**src/atwm_pkg.sv**
```systemverilog
// Package for the alarm table weekday match unit.
// Types and constants shared by controller, datapath and top level.
package atwm_pkg;

  localparam int unsigned EntryW = 50;

  typedef enum logic [1:0] {
    CMD_ADD    = 2'd0,
    CMD_DELETE = 2'd1,
    CMD_GET    = 2'd2,
    CMD_MATCH  = 2'd3
  } cmd_e;

  typedef enum logic [1:0] {
    ST_OK       = 2'd0,
    ST_NOTFOUND = 2'd1,
    ST_FULL     = 2'd2
  } status_e;

  typedef struct packed {
    logic [6:0]  repeat_days;
    logic        enabled;
    logic [16:0] off_time;
    logic [5:0]  on_second;
    logic [5:0]  on_minute;
    logic [4:0]  on_hour;
    logic [7:0]  id;
  } entry_t;

  // controller to datapath
  typedef struct packed {
    logic load;      // capture input word
    logic dow_step;  // advance weekday unit
    logic rd;        // issue table read at scan index
    logic scan_inc;  // advance scan index
    logic wr_cmd;    // write captured entry at hit index
    logic wr_app;    // write captured entry at count
    logic shift;     // write read data at scan index - 2
    logic cnt_inc;
    logic cnt_dec;
    logic set_hit;   // latch read data as result
    logic out_load;  // present result
  } ctl_t;

  // datapath to controller
  typedef struct packed {
    cmd_e cmd;
    logic scan_end;  // scan index reached count
    logic hit;       // read data matches
    logic full;
    logic dow_done;
  } sts_t;

endpackage

```
**src/atwm_weekday.sv**
```systemverilog
// Multi-cycle weekday unit: Zeller's congruence with restoring reduction.
// Depends on no other file.
module atwm_weekday (
  input  logic        clk_i,
  input  logic        rst_ni,
  input  logic        start_i,
  input  logic        step_i,
  input  logic [4:0]  day_i,
  input  logic [3:0]  month_i,
  input  logic [13:0] year_i,
  output logic        done_o,
  output logic [2:0]  dow_o
);
  // year up to 16383+400, c up to 167; f below 2^11
  logic [14:0] y_q, y_d;
  logic [7:0]  c_q, c_d;
  logic [10:0] f_q, f_d;
  logic [4:0]  m_q, m_d;
  logic [4:0]  d_q;
  logic [4:0]  ph_q, ph_d;
  logic        done_q, done_d;
  logic [6:0]  k;
  logic [7:0]  mterm;
  logic [2:0]  dsh, rsh;

  assign k   = 7'(y_q);
  assign dsh = 3'd7 - ph_q[2:0];
  assign rsh = 3'd7 - 3'(ph_q - 5'd9);

  // floor(13 * (m + 1) / 5)
  always_comb begin
    case (m_q)
      5'd0:    mterm = 8'd2;
      5'd1:    mterm = 8'd5;
      5'd2:    mterm = 8'd7;
      5'd3:    mterm = 8'd10;
      5'd4:    mterm = 8'd13;
      5'd5:    mterm = 8'd15;
      5'd6:    mterm = 8'd18;
      5'd7:    mterm = 8'd20;
      5'd8:    mterm = 8'd23;
      5'd9:    mterm = 8'd26;
      5'd10:   mterm = 8'd28;
      5'd11:   mterm = 8'd31;
      5'd12:   mterm = 8'd33;
      5'd13:   mterm = 8'd36;
      5'd14:   mterm = 8'd39;
      5'd15:   mterm = 8'd41;
      default: mterm = 8'd0;
    endcase
  end

  always_comb begin
    y_d = y_q; c_d = c_q; f_d = f_q; m_d = m_q; ph_d = ph_q; done_d = done_q;
    if (start_i) begin
      y_d = 15'(year_i) + 15'd400;
      m_d = {1'b0, month_i};
      if (month_i < 4'd3) begin
        m_d = 5'(month_i) + 5'd12;
        y_d = 15'(year_i) + 15'd399;
      end
      c_d = '0; ph_d = '0; done_d = 1'b0;
    end else if (step_i && !done_q) begin
      case (ph_q)
        5'd0, 5'd1, 5'd2, 5'd3, 5'd4, 5'd5, 5'd6, 5'd7: begin
          if (y_q >= (15'd100 << dsh)) begin
            y_d = y_q - (15'd100 << dsh);
            c_d = c_q | (8'd1 << dsh);
          end
          ph_d = ph_q + 5'd1;
        end
        5'd8: begin
          f_d = 11'(d_q) + 11'(mterm) + 11'(k) + 11'(k >> 2) + 11'(c_q >> 2)
              + 11'(c_q) * 11'd5 + 11'd6;
          ph_d = 5'd9;
        end
        default: begin
          if (f_q >= (11'd7 << rsh))
            f_d = f_q - (11'd7 << rsh);
          if (ph_q == 5'd16) done_d = 1'b1;
          ph_d = ph_q + 5'd1;
        end
      endcase
    end
  end

  always_ff @(posedge clk_i or negedge rst_ni) begin
    if (!rst_ni) begin
      ph_q <= '0; done_q <= 1'b0;
    end else begin
      ph_q <= ph_d; done_q <= done_d;
    end
  end

  always_ff @(posedge clk_i) begin
    y_q <= y_d; c_q <= c_d; f_q <= f_d; m_q <= m_d;
    if (start_i) d_q <= day_i;
  end

  assign done_o = done_q;
  assign dow_o  = 3'(f_q);
endmodule

```
**src/atwm_datapath.sv**
```systemverilog
// Datapath: table memory, scan index, count, capture and result registers.
// Depends on atwm_pkg and atwm_weekday.
module atwm_datapath #(
  parameter int unsigned TABLE_DEPTH = 16
) (
  input  logic              clk_i,
  input  logic              rst_ni,
  input  atwm_pkg::ctl_t    ctl_i,
  output atwm_pkg::sts_t    sts_o,
  input  logic [1:0]        cmd_i,
  input  atwm_pkg::entry_t  ent_i,
  input  logic [4:0]        day_i,
  input  logic [3:0]        month_i,
  input  logic [13:0]       year_i,
  output logic [1:0]        status_o,
  output atwm_pkg::entry_t  res_o,
  output logic [2:0]        weekday_o,
  output logic [4:0]        count_o
);
  import atwm_pkg::*;
  localparam int unsigned IdxW = (TABLE_DEPTH > 1) ? $clog2(TABLE_DEPTH) : 1;
  localparam int unsigned CntW = $clog2(TABLE_DEPTH + 1);

  entry_t           mem [TABLE_DEPTH];
  entry_t           rd_q, ent_q, res_q;
  cmd_e             cmd_q;
  logic [CntW-1:0]  cnt_q, idx_q, hidx_q;
  logic [1:0]       stat_q;
  logic [2:0]       wd_q;
  logic             wd_done;
  logic [2:0]       wd;
  logic             hit;

  atwm_weekday u_wd (
    .clk_i, .rst_ni, .start_i(ctl_i.load), .step_i(ctl_i.dow_step),
    .day_i, .month_i, .year_i, .done_o(wd_done), .dow_o(wd)
  );

  always_comb begin
    if (cmd_q == CMD_MATCH)
      hit = rd_q.enabled && rd_q.repeat_days[wd] && rd_q.on_hour == ent_q.on_hour
            && rd_q.on_minute == ent_q.on_minute && rd_q.on_second == ent_q.on_second;
    else
      hit = rd_q.id == ent_q.id;
  end

  assign sts_o = '{cmd: cmd_q, scan_end: idx_q >= cnt_q, hit: hit,
                   full: cnt_q >= CntW'(TABLE_DEPTH), dow_done: wd_done};

  always_ff @(posedge clk_i) begin
    if (ctl_i.rd) rd_q <= mem[idx_q[IdxW-1:0]];
    if (ctl_i.wr_cmd) mem[hidx_q[IdxW-1:0]] <= ent_q;
    else if (ctl_i.wr_app) mem[cnt_q[IdxW-1:0]] <= ent_q;
    else if (ctl_i.shift) mem[IdxW'(idx_q - CntW'(2))] <= rd_q;
    if (ctl_i.load) begin
      ent_q <= ent_i;
      cmd_q <= cmd_e'(cmd_i);
    end
    if (ctl_i.set_hit && (cmd_q == CMD_GET || cmd_q == CMD_MATCH)) res_q <= rd_q;
    if (ctl_i.load) res_q <= '0;
  end

  always_ff @(posedge clk_i or negedge rst_ni) begin
    if (!rst_ni) begin
      cnt_q <= '0; idx_q <= '0; hidx_q <= '0;
      stat_q <= '0; wd_q <= '0;
    end else begin
      if (ctl_i.load) idx_q <= '0;
      else if (ctl_i.scan_inc) idx_q <= idx_q + CntW'(1);
      if (ctl_i.set_hit) hidx_q <= idx_q - CntW'(1);
      if (ctl_i.cnt_inc) cnt_q <= cnt_q + CntW'(1);
      else if (ctl_i.cnt_dec) cnt_q <= cnt_q - CntW'(1);
      if (ctl_i.out_load) begin
        wd_q <= (cmd_q == CMD_MATCH) ? wd : 3'd0;
        stat_q <= ST_OK;
      end
    end
  end

  // status derived by controller path: found if hidx latched via res flag
  logic found_q;
  always_ff @(posedge clk_i or negedge rst_ni) begin
    if (!rst_ni) found_q <= 1'b0;
    else if (ctl_i.load) found_q <= 1'b0;
    else if (ctl_i.set_hit) found_q <= 1'b1;
  end
  logic full_add_q;
  always_ff @(posedge clk_i or negedge rst_ni) begin
    if (!rst_ni) full_add_q <= 1'b0;
    else if (ctl_i.out_load)
      full_add_q <= cmd_q == CMD_ADD && !found_q && cnt_q >= CntW'(TABLE_DEPTH)
                    && !ctl_i.cnt_inc;
  end
  logic nf_q;
  always_ff @(posedge clk_i or negedge rst_ni) begin
    if (!rst_ni) nf_q <= 1'b0;
    else if (ctl_i.out_load) nf_q <= cmd_q != CMD_ADD && !found_q;
  end

  assign status_o  = full_add_q ? ST_FULL : (nf_q ? ST_NOTFOUND : stat_q);
  assign res_o     = res_q;
  assign weekday_o = wd_q;
  assign count_o   = 5'(cnt_q);
endmodule

```
**src/atwm_ctrl.sv**
```systemverilog
// Controller state machine: sequences table scans, writes and result hand-off.
// Depends on atwm_pkg.
module atwm_ctrl (
  input  logic           clk_i,
  input  logic           rst_ni,
  input  logic           in_valid_i,
  output logic           in_ready_o,
  output logic           out_valid_o,
  input  logic           out_ready_i,
  input  atwm_pkg::sts_t sts_i,
  output atwm_pkg::ctl_t ctl_o
);
  import atwm_pkg::*;
  typedef enum logic [2:0] {
    S_IDLE, S_DOW, S_READ, S_CHECK, S_SHIFT_RD, S_SHIFT_WR, S_FIN, S_OUT
  } state_e;

  state_e state_q;
  logic   ov_q;
  logic   found_q;

  // command writes and count updates happen in S_OUT, after status is latched
  always_comb begin
    ctl_o = '0;
    ctl_o.dow_step = 1'b1;
    case (state_q)
      S_IDLE:  ctl_o.load = in_valid_i && !ov_q;
      S_READ:  if (!sts_i.scan_end) begin
        ctl_o.rd = 1'b1; ctl_o.scan_inc = 1'b1;
      end
      S_CHECK: if (sts_i.hit) ctl_o.set_hit = 1'b1;
      S_SHIFT_RD: if (!sts_i.scan_end) begin
        ctl_o.rd = 1'b1; ctl_o.scan_inc = 1'b1;
      end
      S_SHIFT_WR: ctl_o.shift = 1'b1;
      S_FIN: ctl_o.out_load = 1'b1;
      S_OUT: begin
        ctl_o.wr_cmd  = sts_i.cmd == CMD_ADD && found_q;
        ctl_o.wr_app  = sts_i.cmd == CMD_ADD && !found_q && !sts_i.full;
        ctl_o.cnt_inc = sts_i.cmd == CMD_ADD && !found_q && !sts_i.full;
        ctl_o.cnt_dec = sts_i.cmd == CMD_DELETE && found_q;
      end
      default: ;
    endcase
  end

  always_ff @(posedge clk_i or negedge rst_ni) begin
    if (!rst_ni) begin
      state_q <= S_IDLE; ov_q <= 1'b0; found_q <= 1'b0;
    end else begin
      if (out_valid_o && out_ready_i) ov_q <= 1'b0;
      case (state_q)
        S_IDLE: if (in_valid_i && !ov_q) begin
          found_q <= 1'b0;
          state_q <= S_DOW;
        end
        S_DOW: if (sts_i.dow_done || sts_i.cmd != CMD_MATCH) state_q <= S_READ;
        S_READ: state_q <= sts_i.scan_end ? S_FIN : S_CHECK;
        S_CHECK: begin
          if (sts_i.hit) begin
            found_q <= 1'b1;
            state_q <= (sts_i.cmd == CMD_DELETE) ? S_SHIFT_RD : S_FIN;
          end else state_q <= S_READ;
        end
        S_SHIFT_RD: state_q <= sts_i.scan_end ? S_FIN : S_SHIFT_WR;
        S_SHIFT_WR: state_q <= S_SHIFT_RD;
        S_FIN: begin
          state_q <= S_OUT;
        end
        S_OUT: begin
          ov_q <= 1'b1; state_q <= S_IDLE;
        end
        default: state_q <= S_IDLE;
      endcase
    end
  end

  assign in_ready_o  = state_q == S_IDLE && !ov_q;
  assign out_valid_o = ov_q;
endmodule

```
**src/alarm_table_weekday_match_unit.sv**
```systemverilog
// Alarm table with weekday match: one command word in, one result word out.
// A command passes through the weekday unit (on a match), a table walk that
// reads one entry at a time through one memory read port, and the finish
// states S_FIN and S_OUT; the next word is taken only after the result is taken.
// Reset (rst_ni low, asynchronous) empties the table; entries hold no reset.
module alarm_table_weekday_match_unit #(
  parameter int unsigned TABLE_DEPTH = 16
) (
  input  logic         clk_i,
  input  logic         rst_ni,
  input  logic         s_axis_tvalid,
  output logic         s_axis_tready,
  // cmd, id, hour, minute, second, off_time, enable_flag, repeat_days, day,
  // month, year; 80 bits
  input  logic [79:0]  s_axis_tdata,
  output logic         m_axis_tvalid,
  input  logic         m_axis_tready,
  // status, entry_id, entry_on_hour, entry_on_minute, entry_on_second,
  // entry_off_time, entry_enabled, entry_repeat_days, weekday, entry_count
  output logic [63:0]  m_axis_tdata
);
  import atwm_pkg::*;
  ctl_t   ctl;
  sts_t   sts;
  entry_t ent, res;
  logic [1:0] status;
  logic [2:0] wd;
  logic [4:0] cnt;

  assign ent = '{id: s_axis_tdata[9:2], on_hour: s_axis_tdata[14:10],
                 on_minute: s_axis_tdata[20:15], on_second: s_axis_tdata[26:21],
                 off_time: s_axis_tdata[43:27], enabled: s_axis_tdata[44],
                 repeat_days: s_axis_tdata[51:45]};

  atwm_ctrl u_ctrl (
    .clk_i, .rst_ni, .in_valid_i(s_axis_tvalid), .in_ready_o(s_axis_tready),
    .out_valid_o(m_axis_tvalid), .out_ready_i(m_axis_tready),
    .sts_i(sts), .ctl_o(ctl)
  );

  atwm_datapath #(.TABLE_DEPTH(TABLE_DEPTH)) u_dp (
    .clk_i, .rst_ni, .ctl_i(ctl), .sts_o(sts), .cmd_i(s_axis_tdata[1:0]),
    .ent_i(ent), .day_i(s_axis_tdata[56:52]), .month_i(s_axis_tdata[60:57]),
    .year_i(s_axis_tdata[74:61]), .status_o(status), .res_o(res),
    .weekday_o(wd), .count_o(cnt)
  );

  assign m_axis_tdata = {4'b0, cnt, wd, res.repeat_days, res.enabled, res.off_time,
                         res.on_second, res.on_minute, res.on_hour, res.id, status};
endmodule

```
**config.mk**
```make
export PLATFORM = sky130hd
export DESIGN_NAME = alarm_table_weekday_match_unit
export DESIGN_NICKNAME = d
export VERILOG_FILES = /design/src/atwm_pkg.sv /design/src/atwm_weekday.sv /design/src/atwm_datapath.sv /design/src/atwm_ctrl.sv /design/src/alarm_table_weekday_match_unit.sv
export SDC_FILE = /design/constraint.sdc
export NUM_CORES = 1
export LEC_CHECK = 0
export ABC_AREA = 1
export BUFFER_PORTS_ARGS = -buffer_cell sky130_fd_sc_hd__buf_2
export CAP_MARGIN = 10
export CORE_MARGIN = 3
export CORE_UTILIZATION = 56
export CTS_CLUSTER_SIZE = 14
export DETAILED_ROUTE_END_ITERATION = 6
export PLACE_DENSITY = 0.76
export SYNTH_ARGS = -nofsm -noshare
export SYNTH_HDL_FRONTEND = slang
export SYNTH_SLANG_ARGS = --single-unit
```
**constraint.sdc**
```tcl
create_clock -name clk_i -period 4.95 [get_ports clk_i]
set_input_delay 0.2475 -clock clk_i [delete_from_list [all_inputs] [get_ports clk_i]]
set_output_delay 0.2475 -clock clk_i [all_outputs]
set_load 0.02 [all_outputs]
```
==> flow_metrics.tcl <==
set metrics [dict create \
    die_area_um2 82100 \
    dp.cells 4851 \
    yosysWarnings 0 \
    port_buffers 140 \
    fillers 5606 \
    crit_type "reg2reg" \
    fmax_mhz 232.9 \
    die_w_um 286.5 \
    timing.final.crit_share_pct 86.72 \
    dpl-instance-area_um2 46270 \
    switchingPower_mw 14.19 \
    start_util_pct 56.70 \
    yosys.cell_types.count 53 \
    cts_setup_buffers 0 \
    yosysSeqAreaShare_pct 68.58 \
    p_leak_nw 18.53 \
    maxCapViolCount 0 \
    peakVddDrop_mv 1.215 \
    seq_power_share_pct 34.8 \
    clkTransAtPathRegs_ns 0.07 \
    layout.cells.non_filler 5106 \
    cts_buffer_depth 3 \
    nNetsFinal 4176 \
    vias_per_cell 5.957 \
    cts_max_level 3 \
    cts-root-buf "clkbuf_16" \
    status "completed" \
    powerDensity_nw_per_um2 702.7 \
    layout-drive-gt1-share_pct 10.75 \
    power_frac_clock_pct 21.2 \
    wl_per_cell_um 21.61 \
    drc 0 \
    syn_area_per_cell_um2 11.65 \
    worstSetupEndpointType "register" \
    setup-violations-final 0 \
    relSlewSlack_pct 23.99 \
    antenna-diode-count 0 \
    cts_inserted_buffers 101 \
    drtIter0Drc 3212 \
    netlist_instances 3784 \
    final_cell_mix "edfxtp_1 (938), nor2_1 (524), o21ai_0 (514), nand2_1 (469), inv_1 (304)" \
    clock_skew_ns 0.02683 \
    tightest_slew_ns 1.140 \
    p_total_mw 35.27 \
    antenna_found_initial 0 \
    cts_tree "built" \
    hold_viol 0 \
    grt_pass1_wl_um 166600 \
    vias 30420 \
    cp.required_ns 5.37 \
    combPwrFrac_pct 44.1 \
    area_growth_pct 13.89 \
    rrSetupSlack_ns 0.66 \
    crit_fanout 6 \
    dp_hpwl_um 60560 \
    track_usage_pct 26.44 \
    die_h_um 286.5 \
    p_int_mw 21.08 \
    report.final.slew_viol_count 0 \
    clock_latency_ns 0.67 \
    grt_max_degree 255 \
    cts.sinks 1033 \
    worstPathArrival_ns 4.71 \
    hold_slack_ns 0.03535 \
    grt_setup_unrepaired "false" \
    core_area_um2 77720 \
    min_period_ns 4.293 \
    final_antenna_net_count 0 \
    netlist_area_um2 44070 \
    ios 150 \
    ys_ff_latch 1033 \
    grt_pass1_vias 29100 \
    drt_pass1_iterations 5 \
    cts_resized 0 \
    switching_share_pct 40.23 \
    rows 102 \
    cts_hold_buf 68 \
    place.gp.congestion 0.8872 \
    setup.worst_path.start_class "register" \
    finalSetupTns_ns 0 \
    overflow 0 \
    holdCritPathClass "in2reg" \
    final_area_um2 50190 \
    mostFrequentLayoutCell "edfxtp_1" \
    routed_wl_um 110300 \
]
## cell families after synthesis
| logic type | count (synthesis) | share of synthesized area (%) |
|---|---|---|
| and+or+nand+nor | 1238 | 11.53 |
| adders and majority gates | 110 | 3.685 |
| xor gates and xnor gates | 26 | 0.5167 |
| other | 1 | 0.008509 |
| DFF | 1033 | 68.58 |
| AOI/OAI and AO/OA | 848 | 11.02 |
| buffers and inverters | 528 | 4.662 |
## final timing paths
check                                     end              from  cells after the start
setup / recovery             u_dp.u_wd.f_q[8]  u_dp.u_wd.y_q[3]                     16
max in group asynchronous       u_dp.idx_q[2]            rst_ni                      2
hold / removal              u_ctrl.state_q[0]     s_axis_tvalid                      5
min in group asynchronous  u_ctrl.out_valid_o            rst_ni                      2
hold reg to reg               u_dp.full_add_q      u_dp.found_q                      1
setup reg to reg             u_dp.u_wd.f_q[8]  u_dp.u_wd.y_q[3]                     16
## power groups by stage
stage / clock network [mW] / logic [mW] / registers (mW)
floorplan: 0 / 11.1 / 12.3
CTS: 7.54 / 15.5 / 12.2
global route: 7.87 / 17.5 / 12.3
global placement: 0 / 14.9 / 12.4
finish: 7.46 / 15.6 / 12.3
detailed placement: 0 / 15.3 / 12.4
## area by class of cell
type / count / area, µm² / share of cell area [%]
Inverter: 316 / 1199 / 2.388
Clock inverter: 54 / 479.2 / 0.9547
Sequential cell: 1033 / 30240 / 60.24
Clock buffer: 133 / 2760 / 5.499
Tap cell: 1040 / 1301 / 2.592
Multi-Input combinational cell: 2227 / 11980 / 23.86
Timing Repair Buffer: 303 / 2245 / 4.472
## registers in the layout, indices dropped and copies added (netlist names), 8 cells and up, named ones only
name	cells
u_dp.rd_q	50
u_dp.res_o	50
u_dp.mem	800
u_dp.u_wd.c_q	8
u_dp.u_wd.y_q	15
u_dp.ent_q	50
u_dp.u_wd.f_q	11
## layer usage
layer | up-vias | GRT usage, % | part of all wire (%) | wire [µm]
met2 | 1569 | 42.81 | 47 | 52240
li1 | 13850 | - | - | -
met1 | 14720 | 36.07 | 40 | 44080
met5 | - | 0 | 0 | 0
met3 | 268 | 4.329 | 9.1 | 10030
met4 | 0 | 10.50 | 3.6 | 3984
## worst max-delay path, stage by stage, from the launching register on
cell	delay, ns
edfxtp_1	0.43
inv_1	0.10
fa_1	0.53
fa_1	0.53
inv_1	0.05
fa_1	0.47
inv_1	0.05
fa_1	0.47
inv_1	0.04
ha_1	0.33
a21oi_1	0.22
o21ai_0	0.13
a21oi_1	0.21
o21bai_1	0.10
or2_2	0.27
nand3_1	0.06
nand2_1	0.05
## Yosys cell counts (all sizes together)
| cell | n | area share, % |
|---|---|---|
| edfxtp | 938 | 64 |
| o211ai | 27 | 0.46 |
| fa | 33 | 1.5 |
| buf | 57 | 0.65 |
| clkbuf | 155 | 1.3 |
| a21oi | 63 | 0.72 |
| a31oi | 5 | 0.071 |
| clkinv | 4 | 0.037 |
| nor4 | 2 | 0.062 |
| o21a | 5 | 0.085 |
| a31o | 1 | 0.020 |
| xor2 | 17 | 0.34 |
| a32oi | 1 | 0.020 |
| nor3 | 4 | 0.045 |
| a211oi | 2 | 0.034 |
| o31ai | 4 | 0.079 |
| o21bai | 4 | 0.068 |
| nor2 | 545 | 4.7 |
| inv | 312 | 2.7 |
| a21boi | 1 | 0.017 |
| ha | 77 | 2.2 |
| o21ai | 525 | 6.0 |
| o41ai | 2 | 0.040 |
| nand2 | 472 | 4.0 |
| o221ai | 79 | 1.6 |
| or2 | 11 | 0.16 |
| nand3b | 5 | 0.085 |
| conb | 1 | 0.0085 |
| dfxtp | 64 | 2.9 |
| nand3 | 141 | 1.6 |
| xnor2 | 9 | 0.18 |
| o22ai | 125 | 1.8 |
| a21o | 2 | 0.034 |
| o311ai | 2 | 0.040 |
| dfrtp | 31 | 1.8 |
| nand4 | 58 | 0.82 |
## through the flow
stage	worst slack (ns)	utilization, %
floorplan	0.1637	-
global placement	0.6984	59.54
detailed placement	0.6323	59.54
CTS	0.6373	64.58
global route	0.4023	64.58
finish	0.6572	64.58
Note: power is estimated with default switching activity, not from simulation.
